--- config.mk ---
export PLATFORM = sky130hd
export DESIGN_NAME = capture_record_deframer_flat
export DESIGN_NICKNAME = d
export VERILOG_FILES = /design/src/crd_pkg.sv /design/src/crd_ifs.sv /design/src/crd_in_stage.sv /design/src/crd_parser.sv /design/src/crd_out_stage.sv /design/src/capture_record_deframer.sv /design/src/flat_wrapper.sv
export SDC_FILE = /design/constraint.sdc
export NUM_CORES = 1
export LEC_CHECK = 0
export ABC_AREA = 1
export BUFFER_PORTS_ARGS = -buffer_cell sky130_fd_sc_hd__buf_2
export CAP_MARGIN = 0
export CORE_ASPECT_RATIO = 1.25
export CORE_MARGIN = 2
export CORE_UTILIZATION = 65
export DETAILED_ROUTE_END_ITERATION = 12
export PLACE_DENSITY = 0.84
export SLEW_MARGIN = 10
export SYNTH_ARGS = -nofsm -noshare
export SYNTH_HDL_FRONTEND = slang
export SYNTH_HIERARCHICAL = 1
export SYNTH_SLANG_ARGS = --single-unit
--- constraint.sdc ---
create_clock -name clk -period 7.23 [get_ports clk]
set_input_delay 0.723 -clock clk [delete_from_list [all_inputs] [get_ports clk]]
set_output_delay 0.723 -clock clk [all_outputs]
set_load 0.01 [all_outputs]
--- src/crd_pkg.sv ---
// ----------------------------------------------------------------------------
// crd_pkg
// Shared types and constants of the capture record deframer.
// ----------------------------------------------------------------------------
package crd_pkg;

  // Default width of the payload length count
  localparam int CRD_LENGTH_BITS = 16;
  localparam logic [15:0] CRD_MAX_COPY_RST = 16'hFFFF;

  // Record header layout (byte offsets from the first header byte)
  localparam int CRD_SIZE_B0    = 12;
  localparam int CRD_SIZE_B1    = 13;
  localparam int CRD_SIZE_B2    = 14;
  localparam int CRD_SIZE_B3    = 15;
  localparam int CRD_ERR_BYTE   = 20;
  localparam int CRD_POWER_BYTE = 27;
  localparam int CRD_HDR_BYTES  = 34;
  localparam int CRD_HDR2_BYTES = 14;

  typedef enum logic [1:0] {
    PH_HEADER  = 2'd0,
    PH_PAYLOAD = 2'd1,
    PH_PAD     = 2'd2,
    PH_SKIP    = 2'd3
  } crd_phase_t;

  typedef struct packed {
    logic [7:0] data_byte;
    logic       chunk_last;
  } crd_item_t;

  typedef struct packed {
    logic [7:0]        payload_byte;
    logic              last_of_packet;
    logic signed [7:0] signal_power;
    logic [15:0]       copied_length;
    logic              malformed;
  } crd_result_t;

endpackage

--- src/crd_ifs.sv ---
// ----------------------------------------------------------------------------
// crd_ifs
// Valid/ready channels of the deframer: byte input, result output, config.
// ----------------------------------------------------------------------------
interface crd_in_if;
  logic       valid;
  logic       ready;
  logic [7:0] data_byte;
  logic       chunk_last;

  modport source (output valid, data_byte, chunk_last, input ready);
  modport sink   (input valid, data_byte, chunk_last, output ready);
endinterface

interface crd_out_if;
  logic              valid;
  logic              ready;
  logic [7:0]        payload_byte;
  logic              last_of_packet;
  logic signed [7:0] signal_power;
  logic [15:0]       copied_length;
  logic              malformed;

  modport source (output valid, payload_byte, last_of_packet, signal_power,
                  copied_length, malformed, input ready);
  modport sink   (input valid, payload_byte, last_of_packet, signal_power,
                  copied_length, malformed, output ready);
endinterface

interface crd_cfg_if;
  logic        valid;
  logic        ready;
  logic [15:0] max_copy_len;

  modport source (output valid, max_copy_len, input ready);
  modport sink   (input valid, max_copy_len, output ready);
endinterface

--- src/crd_in_stage.sv ---
// ----------------------------------------------------------------------------
// crd_in_stage
// Input register: holds one accepted word until the parser consumes it.
// ----------------------------------------------------------------------------
module crd_in_stage (
  input  logic              clk,
  input  logic              rst_n,
  crd_in_if.sink            in_if,
  input  logic              advance,
  output logic              item_valid,
  output crd_pkg::crd_item_t item
);
  import crd_pkg::*;

  logic      valid_r;
  logic      valid_nxt;
  crd_item_t item_r;
  logic      accept;

  // Take a new word when empty or whenever the held one leaves in this cycle
  assign in_if.ready = !valid_r || advance;
  assign accept      = in_if.valid && in_if.ready;

  always_comb begin
    valid_nxt = valid_r;
    if (accept) begin
      valid_nxt = 1'b1;
    end else if (advance) begin
      valid_nxt = 1'b0;
    end
  end

  always_ff @(posedge clk) begin
    if (!rst_n) begin
      valid_r <= 1'b0;
    end else begin
      valid_r <= valid_nxt;
    end
  end

  // Capture the payload
  always_ff @(posedge clk) begin
    if (accept) begin
      item_r.data_byte  <= in_if.data_byte;
      item_r.chunk_last <= in_if.chunk_last;
    end
  end

  assign item_valid = valid_r;
  assign item       = item_r;

endmodule

--- src/crd_parser.sv ---
// ----------------------------------------------------------------------------
// crd_parser
// Record parser: walks header, payload and padding one byte per step and
// forms at most one result per byte.
// ----------------------------------------------------------------------------
module crd_parser #(
  parameter int LENGTH_BITS = crd_pkg::CRD_LENGTH_BITS
) (
  input  logic                 clk,
  input  logic                 rst_n,
  input  logic                 cfg_we,
  input  logic [15:0]          cfg_data,
  input  logic                 item_valid,
  input  crd_pkg::crd_item_t   item,
  input  logic                 advance,
  output logic                 res_valid,
  output crd_pkg::crd_result_t res
);
  import crd_pkg::*;

  localparam int CW = (LENGTH_BITS > 16) ? LENGTH_BITS : 16;

  crd_phase_t             phase_r, phase_nxt;
  logic [LENGTH_BITS-1:0] cnt_r, cnt_nxt;
  logic [1:0]             pad_r, pad_nxt;
  logic [23:0]            slice_r;
  logic [LENGTH_BITS-1:0] plen_r;
  logic                   crc_r;
  logic [7:0]             power_r;
  logic [15:0]            max_copy_r;

  logic                   step;
  logic [7:0]             d;
  logic                   last;
  logic [31:0]            slice_full;
  logic [31:0]            plen_full;
  logic                   bad;
  logic                   at_size_end;
  logic [CW-1:0]          idx_w, plen_w, max_w, cap_w, idx_inc;
  logic                   emit;
  logic                   fin;
  logic                   pay_end;
  logic [1:0]             pad_amt;

  assign step = item_valid && advance;
  assign d    = item.data_byte;
  assign last = item.chunk_last;

  // Slice size check when its top byte arrives
  assign slice_full  = {d, slice_r};
  assign plen_full   = slice_full - 32'(CRD_HDR2_BYTES);
  assign at_size_end = (cnt_r == LENGTH_BITS'(CRD_SIZE_B3));
  assign bad = slice_full[31] || (slice_full <= 32'(CRD_HDR2_BYTES))
               || ((plen_full >> LENGTH_BITS) != 32'd0);

  // Payload position against the copy limit
  assign idx_w   = CW'(cnt_r);
  assign plen_w  = CW'(plen_r);
  assign max_w   = CW'(max_copy_r);
  assign cap_w   = (plen_w < max_w) ? plen_w : max_w;
  assign idx_inc = idx_w + CW'(1);
  assign emit    = !crc_r && (idx_w < cap_w);
  assign fin     = (idx_inc == cap_w) || last;
  assign pay_end = (idx_inc == plen_w);
  assign pad_amt = 2'd0 - slice_r[1:0];

  // Next phase, byte count and padding count
  always_comb begin
    phase_nxt = phase_r;
    cnt_nxt   = cnt_r;
    pad_nxt   = pad_r;
    unique case (phase_r)
      PH_HEADER: begin
        cnt_nxt = cnt_r + LENGTH_BITS'(1);
        if (at_size_end) begin
          if (bad) begin
            phase_nxt = PH_SKIP;
          end
        end else if (cnt_r == LENGTH_BITS'(CRD_HDR_BYTES - 1)) begin
          phase_nxt = PH_PAYLOAD;
          cnt_nxt   = '0;
        end
      end
      PH_PAYLOAD: begin
        cnt_nxt = cnt_r + LENGTH_BITS'(1);
        if (pay_end) begin
          if (pad_amt != 2'd0) begin
            phase_nxt = PH_PAD;
            pad_nxt   = pad_amt;
          end else begin
            phase_nxt = PH_HEADER;
            cnt_nxt   = '0;
          end
        end
      end
      PH_PAD: begin
        pad_nxt = pad_r - 2'd1;
        if (pad_r == 2'd1) begin
          phase_nxt = PH_HEADER;
          cnt_nxt   = '0;
        end
      end
      PH_SKIP: begin
        phase_nxt = PH_SKIP;
      end
      default: begin
        phase_nxt = PH_HEADER;
      end
    endcase
    // End of chunk always returns to a header
    if (last) begin
      phase_nxt = PH_HEADER;
      cnt_nxt   = '0;
      pad_nxt   = 2'd0;
    end
  end

  // Result of the current byte
  always_comb begin
    res_valid = 1'b0;
    res       = '0;
    unique case (phase_r)
      PH_HEADER: begin
        if (at_size_end && bad) begin
          res_valid     = 1'b1;
          res.malformed = 1'b1;
        end
      end
      PH_PAYLOAD: begin
        if (emit) begin
          res_valid          = 1'b1;
          res.payload_byte   = d;
          res.last_of_packet = fin;
          res.signal_power   = power_r;
          res.copied_length  = fin ? idx_inc[15:0] : 16'd0;
        end
      end
      PH_PAD, PH_SKIP: begin
        res_valid = 1'b0;
      end
      default: begin
        res_valid = 1'b0;
      end
    endcase
  end

  // Control state
  always_ff @(posedge clk) begin
    if (!rst_n) begin
      phase_r    <= PH_HEADER;
      cnt_r      <= '0;
      pad_r      <= 2'd0;
      crc_r      <= 1'b0;
      max_copy_r <= CRD_MAX_COPY_RST;
    end else begin
      if (step) begin
        phase_r <= phase_nxt;
        cnt_r   <= cnt_nxt;
        pad_r   <= pad_nxt;
        if (phase_r == PH_HEADER && cnt_r == LENGTH_BITS'(CRD_ERR_BYTE)) begin
          crc_r <= d[0];
        end
      end
      if (cfg_we) begin
        max_copy_r <= cfg_data;
      end
    end
  end

  // Header fields
  always_ff @(posedge clk) begin
    if (step && phase_r == PH_HEADER) begin
      if (cnt_r == LENGTH_BITS'(CRD_SIZE_B0)) begin
        slice_r[7:0] <= d;
      end
      if (cnt_r == LENGTH_BITS'(CRD_SIZE_B1)) begin
        slice_r[15:8] <= d;
      end
      if (cnt_r == LENGTH_BITS'(CRD_SIZE_B2)) begin
        slice_r[23:16] <= d;
      end
      if (at_size_end) begin
        plen_r <= plen_full[LENGTH_BITS-1:0];
      end
      if (cnt_r == LENGTH_BITS'(CRD_POWER_BYTE)) begin
        power_r <= d;
      end
    end
  end

endmodule

--- src/crd_out_stage.sv ---
// ----------------------------------------------------------------------------
// crd_out_stage
// Result register: holds a finished word until the receiver takes it.
// ----------------------------------------------------------------------------
module crd_out_stage (
  input  logic                 clk,
  input  logic                 rst_n,
  input  logic                 load,
  input  crd_pkg::crd_result_t res,
  output logic                 can_take,
  crd_out_if.source            out_if
);
  import crd_pkg::*;

  logic        valid_r;
  logic        valid_nxt;
  crd_result_t res_r;

  // Free when empty or when the held word leaves now
  assign can_take = !valid_r || out_if.ready;

  always_comb begin
    valid_nxt = valid_r;
    if (load) begin
      valid_nxt = 1'b1;
    end else if (out_if.ready) begin
      valid_nxt = 1'b0;
    end
  end

  always_ff @(posedge clk) begin
    if (!rst_n) begin
      valid_r <= 1'b0;
    end else begin
      valid_r <= valid_nxt;
    end
  end

  always_ff @(posedge clk) begin
    if (load) begin
      res_r <= res;
    end
  end

  assign out_if.valid          = valid_r;
  assign out_if.payload_byte   = res_r.payload_byte;
  assign out_if.last_of_packet = res_r.last_of_packet;
  assign out_if.signal_power   = res_r.signal_power;
  assign out_if.copied_length  = res_r.copied_length;
  assign out_if.malformed      = res_r.malformed;

endmodule

--- src/capture_record_deframer.sv ---
// ----------------------------------------------------------------------------
// capture_record_deframer
// Splits a capture byte stream into records and passes on their payload.
// ----------------------------------------------------------------------------
// Usage:
//   in_if   carries one stream byte per word with chunk_last on the final
//           byte of a read chunk.
//   out_if  carries payload bytes with the record's power value, a last
//           mark and copied count on the final byte, or a malformed report.
//   cfg_if  writes max_copy_len; always ready, write only while idle.
// Path: a taken byte waits in the input register, and its result word is
// loaded into the result register when the parser steps that byte.
// Throughput: one byte per cycle while no held result is stalled, set by the
// parser step between the two registers; bytes that make no result still take a step.
// Reset: parser returns to the record header, max_copy_len becomes 65535,
// both registers empty.
// Stall: while out_if.ready is low and a result is held, the parser holds
// its byte and in_if.ready drops once the input register is full.
// ----------------------------------------------------------------------------
module capture_record_deframer #(
  parameter int LENGTH_BITS = crd_pkg::CRD_LENGTH_BITS
) (
  input  logic      clk,
  input  logic      rst_n,
  crd_in_if.sink    in_if,
  crd_out_if.source out_if,
  crd_cfg_if.sink   cfg_if
);
  import crd_pkg::*;

  logic        item_valid;
  crd_item_t   item;
  logic        advance;
  logic        res_valid;
  crd_result_t res;

  // Configuration is taken at once
  assign cfg_if.ready = 1'b1;

  crd_in_stage u_in (
    .clk        (clk),
    .rst_n      (rst_n),
    .in_if      (in_if),
    .advance    (advance),
    .item_valid (item_valid),
    .item       (item)
  );

  crd_parser #(
    .LENGTH_BITS (LENGTH_BITS)
  ) u_parser (
    .clk        (clk),
    .rst_n      (rst_n),
    .cfg_we     (cfg_if.valid),
    .cfg_data   (cfg_if.max_copy_len),
    .item_valid (item_valid),
    .item       (item),
    .advance    (advance),
    .res_valid  (res_valid),
    .res        (res)
  );

  crd_out_stage u_out (
    .clk      (clk),
    .rst_n    (rst_n),
    .load     (item_valid && advance && res_valid),
    .res      (res),
    .can_take (advance),
    .out_if   (out_if)
  );

endmodule
--- src/flat_wrapper.sv ---
// flat-port wrapper written by rule: the top's interface ports become plain ports
module capture_record_deframer_flat import crd_pkg::*;
#(
  parameter int LENGTH_BITS = crd_pkg::CRD_LENGTH_BITS
)
  (clk, rst_n, in_if_valid, in_if_data_byte, in_if_chunk_last, in_if_ready, out_if_valid, out_if_payload_byte, out_if_last_of_packet, out_if_signal_power, out_if_copied_length, out_if_malformed, out_if_ready, cfg_if_valid, cfg_if_max_copy_len, cfg_if_ready);
  crd_in_if in_if_i ();
  crd_out_if out_if_i ();
  crd_cfg_if cfg_if_i ();
  input  logic clk;
  input  logic rst_n;
  input wire logic [$bits(in_if_i.valid)-1:0] in_if_valid;
  input wire logic [$bits(in_if_i.data_byte)-1:0] in_if_data_byte;
  input wire logic [$bits(in_if_i.chunk_last)-1:0] in_if_chunk_last;
  output wire logic [$bits(in_if_i.ready)-1:0] in_if_ready;
  output wire logic [$bits(out_if_i.valid)-1:0] out_if_valid;
  output wire logic [$bits(out_if_i.payload_byte)-1:0] out_if_payload_byte;
  output wire logic [$bits(out_if_i.last_of_packet)-1:0] out_if_last_of_packet;
  output wire logic [$bits(out_if_i.signal_power)-1:0] out_if_signal_power;
  output wire logic [$bits(out_if_i.copied_length)-1:0] out_if_copied_length;
  output wire logic [$bits(out_if_i.malformed)-1:0] out_if_malformed;
  input wire logic [$bits(out_if_i.ready)-1:0] out_if_ready;
  input wire logic [$bits(cfg_if_i.valid)-1:0] cfg_if_valid;
  input wire logic [$bits(cfg_if_i.max_copy_len)-1:0] cfg_if_max_copy_len;
  output wire logic [$bits(cfg_if_i.ready)-1:0] cfg_if_ready;
  assign in_if_i.valid = in_if_valid;
  assign in_if_i.data_byte = in_if_data_byte;
  assign in_if_i.chunk_last = in_if_chunk_last;
  assign in_if_ready = in_if_i.ready;
  assign out_if_valid = out_if_i.valid;
  assign out_if_payload_byte = out_if_i.payload_byte;
  assign out_if_last_of_packet = out_if_i.last_of_packet;
  assign out_if_signal_power = out_if_i.signal_power;
  assign out_if_copied_length = out_if_i.copied_length;
  assign out_if_malformed = out_if_i.malformed;
  assign out_if_i.ready = out_if_ready;
  assign cfg_if_i.valid = cfg_if_valid;
  assign cfg_if_i.max_copy_len = cfg_if_max_copy_len;
  assign cfg_if_ready = cfg_if_i.ready;
  capture_record_deframer #(.LENGTH_BITS(LENGTH_BITS)) u_core (.clk(clk), .rst_n(rst_n), .in_if(in_if_i), .out_if(out_if_i), .cfg_if(cfg_if_i));
endmodule
=== After elaboration in Yosys (flattened, before gate mapping) ===
Cells that the tools add are included.

* Register bits after elaboration: 130
* Output and inout bits: 37

* Add/subtract/negate cells: 4
* Magnitude comparators: 3
* Eq/ne operators: 18
* Mux-type cells: 27
* Reduce and logical (&&, ||, !) cells: 34

{| class="wikitable"
|+ Operators by type and width
! kind !! number
|-
| $mux W16 || 7
|-
| $eq A16 B4 Y1 const B || 4
|-
| $pmux W16 S3 || 1
|-
| $eq A16 B16 Y1 || 2
|-
| $eq A16 B5 Y1 const B || 2
|-
| $le A32 B4 Y1 const B || 1
|-
| $lt A16 B16 Y1 || 2
|-
| $reduce_bool A32 Y1 || 1
|-
| $sub A32 B4 Y32 const B || 1
|-
| $mux W2 || 10
|-
| $add A16 B1 Y16 const B || 1
|-
| $eq A16 B6 Y1 const B || 1
|-
| $reduce_and A2 Y1 || 7
|-
| $ne A3 B2 Y1 const B || 3
|-
| $ne A4 B3 Y1 const B || 2
|-
| $pmux W2 S4 || 1
|-
| $logic_and A1 B1 Y1 || 7
|-
| $mux W1 || 6
|-
| $reduce_and A3 Y1 || 2
|-
| $reduce_bool A2 Y1 || 3
|-
| $logic_or A1 B1 Y1 || 5
|-
| $reduce_and A5 Y1 || 1
|-
| $eq A2 B1 Y1 const B || 2
|-
| $eq A2 B2 Y1 const B || 2
|-
| other kinds (10) || 12
|}

=== Depth between registers and ports, before layout ===
* Depth in word-level cells: 8
* Mapped depth: 29
* Mapped depth without buffers: 28

=== Hierarchy ===
The synthesis kept the hierarchy.

{| class="wikitable"
|+ By module, submodules not included
! module !! instances !! cells each !! area an instance (µm²) !! sequential area each (µm²)
|-
| crd_parser || 1 || 931 || 6383.6 || 2182.1
|-
| crd_out_stage || 1 || 40 || 1067.3 || 1041.0
|-
| crd_in_stage || 1 || 16 || 321.6 || 290.3
|-
| capture_record_deframer || 1 || 5 || 25.0 || 0.0
|}

=== Worst setup path after synthesis ===
OpenSTA, ideal clock, no wires.

* Path kind: flip-flop to flip-flop
* Start: reg u_core.u_parser.plen_r[13]
* End: reg u_core.u_out.res_r (netlist bit u_core/u_out/out_if.copied_length[0]), enable pin
* Setup time: 0.399 ns
* Arrival: 3.902 ns
* Required time: 6.831 ns
* Path slack: 2.929 ns
* Stages on the path, launching flop included: 19
* Path buffers: 1
* Clock period less this slack: 4.301 ns
* Cell sequence: edfxtp_1 > ha_1 > nand2_1 > inv_1 > o21ai_0 > nand2_1 > nor2_4 > nand2_2 > buf_4 > nand2_1 > nand2_1 > ha_1 > a21oi_1 > o21ai_0 > a2111oi_0 > nand4_1 > o22ai_1 > inv_1 > nor2_2

* Word-level cells in the longest chain between the ends: 7

{| class="wikitable"
|+ Ends and longest elaborated chain
! what !! RTL line !! source
|-
| from (decl) || crd_parser.sv:27 || <nowiki>logic [LENGTH_BITS-1:0] plen_r;</nowiki>
|-
| from (signal assigned) || crd_parser.sv:183 || <nowiki>plen_r <= plen_full[LENGTH_BITS-1:0];</nowiki>
|-
| $lt A16 B16 Y1 || crd_parser.sv:60 || <nowiki>assign cap_w = (plen_w < max_w) ? plen_w : max_w;</nowiki>
|-
| $mux W16 (*) || crd_parser.sv:60 ||
|-
| $lt A16 B16 Y1 (*) || crd_parser.sv:62 || <nowiki>assign emit = !crc_r && (idx_w < cap_w);</nowiki>
|-
| $logic_and A1 B1 Y1 (*) || crd_parser.sv:62 ||
|-
| $mux W1 (*) || crd_parser.sv:130 || <nowiki>if (emit) begin</nowiki>
|-
| $pmux W1 S3 (*) || crd_parser.sv:122 || <nowiki>unique case (phase_r)</nowiki>
|-
| net u_core.res_valid || capture_record_deframer.sv:34 || <nowiki>logic res_valid;</nowiki>
|-
| $logic_and A1 B1 Y1 (*) || capture_record_deframer.sv:66 || <nowiki>.load (item_valid && advance && res_valid),</nowiki>
|-
| to (signal assigned) || crd_out_stage.sv:41 || <nowiki>res_r <= res;</nowiki>
|-
| to (decl) || crd_out_stage.sv:17 || <nowiki>crd_result_t res_r;</nowiki>
|}

The timed path passes the listed nets; every way through them passes the cells marked *.
A chain may end at the register's enable or synchronous reset.

=== Worst setup path after layout ===
* Start: reg u_core.u_parser.plen_r[13]
* End: reg u_core.u_out.res_r (netlist bit u_core/u_out/out_if.copied_length[10]), enable pin

The elaborated chain is that of the path after synthesis.

==> flow_summary.yaml <==
yosys:
  post_synth_inst_count: 992
  syn_nets: 1065
  synth_largest_area_cell: "edfxtp_1"
  fraction_of_the_mapped_netlist_area_in_compound_gates_pct: 6.39
  synth_top_family_by_area: "simple AND/OR/NAND/NOR gates"
  synth_largest_type_area_fraction_pct: 35.0
  post_synthesis_cell_type_count: 44
  post_synth_and_or_nand_nor_area_fraction_pct: 30.6
  seq_area_frac_synth_pct: 45.1
  postSynthRegisterBits: 130
  synth_mux_area_share_pct: 0
  synth_area_leaders: "edfxtp_1 35%, nand2_1 12%, dfxtp_1 10%"
  avgSynthCellArea_um2: 7.86
  synth_xor_xnor_area_share_pct: 2.42
  ys.flop_type: "edfxtp_1"
  synthAdderAreaFrac_pct: 6.90
  synthesis.yosys.warnings: 6
  synth-edff-count: 91
  synth_area_um2: 7800
  asyncSetResetFlopFracSynth_pct: 0
cells_and_area:
  fillers: 877
  antennaDiodeCount: 0
  final_design_area_no_fill_um2: 8880
  multi_input_comb_area_um2: 3620
  finalCoreUtilization_pct: 76.1
  layout.area.seq_um2: 3510
  final_common_cell: "nand2_1"
  finalNetCount: 1135
  flow.area_growth_from_synthesis_pct: 13.8
  most-common-layout-cells: "240 x nand2_1, 143 x inv_1, 123 x nor2_1, 104 x nand3_1, 91 x edfxtp_1"
  drive_above_1_share_pct: 14.0
floorplan:
  chipWidth_um: 102
  die_height_um: 126
  ioPinCount: 67
  design.die.area_um2: 12900
  start_util_pct: 66.8
  placeableCoreArea_um2: 11700
  floorplan.rows: 44
drt:
  antenna_left: 0
  drc: 0
  drt-wirelength-per-cell_um: 17.3
  drt-initial-drc-count: 608
  num_vias: 7034
  vias_per_cell: 5.69
  totalWireLength_um: 21400
  drt_first_pass_iters: 7
setup_path:
  required_ns: 7.26
  rr_startpoint: "u_core/u_parser/plen_r[13]$_DFFE_PP_"
  cp.depth: 18
  critPathLaunch: "u_core/u_parser/plen_r[13]$_DFFE_PP_"
  critPathTopFamily: "simple AND/OR/NAND/NOR gates"
  timing.critical_path.slowest_cell_delay_ns: 0.80
  critical_path.endpoint: "u_core/u_out/out_if.copied_length[10]$_DFFE_PP_"
  cp_cell_sequence: "ha_1, nand2_1, inv_1, o21ai_0, nand2_1, nor2_4, nand2_2, nand2_1, nand2_1, ha_1, a21oi_1, o21ai_0, a2111oi_0, nand4_1, buf_4, o22ai_1, inv_1, nor2_4"
  timing.reg2reg.setup_slack_ns: 1.73
  worst-endpoint-arrival_ns: 5.54
  worstReg2RegEnd: "u_core/u_out/out_if.copied_length[10]$_DFFE_PP_"
  worstSetupPathType: "register to register"
  endpoint_kind_of_the_worst_setup_timing_path: "register"
  cp-start-kind: "register"
  crit_path_frequent_cell: "nand2_1"
  crit_buf_inv: 3
  worst-path-max-fanout: 35
  slowest_stage: "nor2_4"
  r2r_cells: 18
placed_design:
  detailedPlacementHpwl_um: 15800
  placement.setup.worst_slack_ns: 1.87
  numPortBuffers: 65
  globalplace.congestion: 0.994
  placed_cell_area_um2: 8260
sta:
  worst_pin_slew_ns: 1.22
  setup-tns-final_ns: 0
  layout_worst_path_cycle_share_pct: 76.1
  skew_ns: 0.00952
  finalWorstSetupSlack_ns: 1.73
  maxClockFrequency_ghz: 0.182
  worst_slew_margin_rel_pct: 17.9
  fin_crit_ns: 5.50
  grt_setup_unrepaired: "false"
  final-setup-viol-count: 0
  timing.final.hold_violations: 0
  drv_slew: 0
clock_tree:
  max-clock-path-buffers: 2
  clk_transition_reported_paths_ns: 0.06
  cts_inserted_buffers: 17
  htree_levels: 4
  ctsRootBufferMaster: "clkbuf_16"
  cts_hold_buf: 0
  cts_tree: "yes"
  worstSkewPairLatency_ns: 0.42
  cts_post_setup_buffers_inserted: 0
  cts-resized-gates: 0
  clkSinkCount: 130
outcome:
  status: "complete, no violations"
job:
  cap_viol_max_count: 0
global_routing:
  grt.overflow.total: 0
  global_route_wire_length_before_repair_um: 33600
  grt_antenna_before_repair: 0
  grt_max_degree: 36
  first_global_vias: 6726
  grt_util_all_layers_pct: 34.7
min_path:
  min-delay-path-class: "register to register"
power_and_ir_drop:
  vdd.ir_drop.worst_uv: 198
  leakage_nw: 4.04
  pwr_density_cell_nw_per_um2: 208
-- routing by layer --
| metal | GRT usage, % | wire [um] | share of wire [%] |
|---|---|---|---|
| met4 | 21.3 | 1490 | 7.0 |
| met5 | 0 | 0 | 0 |
| met1 | 37.9 | 7680 | 36 |
| met3 | 6.56 | 1320 | 6.2 |
| met2 | 61.0 | 10900 | 51 |
-- logic make-up after synthesis --
logic type,Yosys count
simple gates,540
buf+inv,169
flops,130
compound gates,89
fa+ha+maj,43
xor+xnor,20
other cells,1
-- worst reg2reg max path, cell delays in order, from the launching register on --
cell and delay, ns:
edfxtp_1 0.44, ha_1 0.34, nand2_1 0.07, inv_1 0.03, o21ai_0 0.13, nand2_1 0.11
nor2_4 0.49, nand2_2 0.46, nand2_1 0.20, nand2_1 0.07, ha_1 0.29, a21oi_1 0.14
o21ai_0 0.09, a2111oi_0 0.76, nand4_1 0.19, buf_4 0.26, o22ai_1 0.15, inv_1 0.10
nor2_4 0.80
-- through the flow --
step	hold WS, ns	instances	total power, W
detailed placement	0.440	1204	0.000966
CTS	0.452	1236	0.00185
global placement	0.431	1204	0.000963
floorplan	0.426	992	0.000926
finish	0.454	1236	0.00185
global route	0.471	1236	0.00190
-- final cells by class --
| cell class | count | share of cell area, % |
|---|---|---|
| flip-flops and latches | 130 | 39.6 |
| well taps | 161 | 2.27 |
| repair buffers | 70 | 4.09 |
| clock inverters | 12 | 1.73 |
| inverters | 150 | 6.34 |
| clock buffers | 20 | 5.16 |
| multi-input cells | 693 | 40.8 |
-- flip-flops by register name, summed over array words and instances, names as in the netlist, 2 cells and up --
signal                             count
u_core/u_parser/pad_r                  2
u_core/u_in/item                       9
u_core/u_parser/plen_r                16
u_core/u_parser/phase_r                2
u_core/u_out/out_if.copied_length     16
u_core/u_parser/slice_r               24
u_core/u_parser/max_copy_r            16
u_core/u_out/out_if.signal_power       8
u_core/u_out/out_if.payload_byte       8
u_core/u_parser/cnt_r                 16
u_core/u_parser/power_r                8
-- report_power, final --
part,total (W),internal (W),switching [W]
logic,0.000130,0.0000418,0.0000883
clock network,0.000891,0.000563,0.000328
registers,0.000824,0.000809,0.0000157
total,0.00185,0.00141,0.000432
-- cell usage after synthesis (3+ instances only) --
master and count:
nor2_1 123, edfxtp_1 91, nand3b_1 3, nor3_1 16, a21oi_1 47, nand2_2 13
ha_1 43, nor2_2 12, inv_2 7, inv_1 143, nand3_2 3, xnor2_1 5
nand4_1 12, dfxtp_1 39, o21ai_0 26, nand3_1 104, nand2_1 240, buf_4 4
clkbuf_1 8, xor2_1 14, o21ai_2 3, buf_2 5
-- how the worst min path moves through the flow --
stage | to | depth (start not counted) | slack, ns | from
finish | u_core/u_parser/plen_r[0]$_DFFE_PP_ | 0 | 0.45 | u_core/u_parser/slice_r[0]$_DFFE_PP_
CTS | u_core/u_parser/plen_r[0]$_DFFE_PP_ | 0 | 0.45 | u_core/u_parser/slice_r[0]$_DFFE_PP_
global route | u_core/u_in/item[5]$_DFFE_PP_ | 1 | 0.47 | in_if_data_byte[4]
detailed placement | u_core/u_parser/plen_r[0]$_DFFE_PP_ | 0 | 0.44 | u_core/u_parser/slice_r[0]$_DFFE_PP_
global placement | u_core/u_parser/plen_r[0]$_DFFE_PP_ | 0 | 0.43 | u_core/u_parser/slice_r[0]$_DFFE_PP_
floorplan | u_core/u_parser/plen_r[0]$_DFFE_PP_ | 0 | 0.43 | u_core/u_parser/slice_r[0]$_DFFE_PP_
Power figures use the tool's default switching activity.
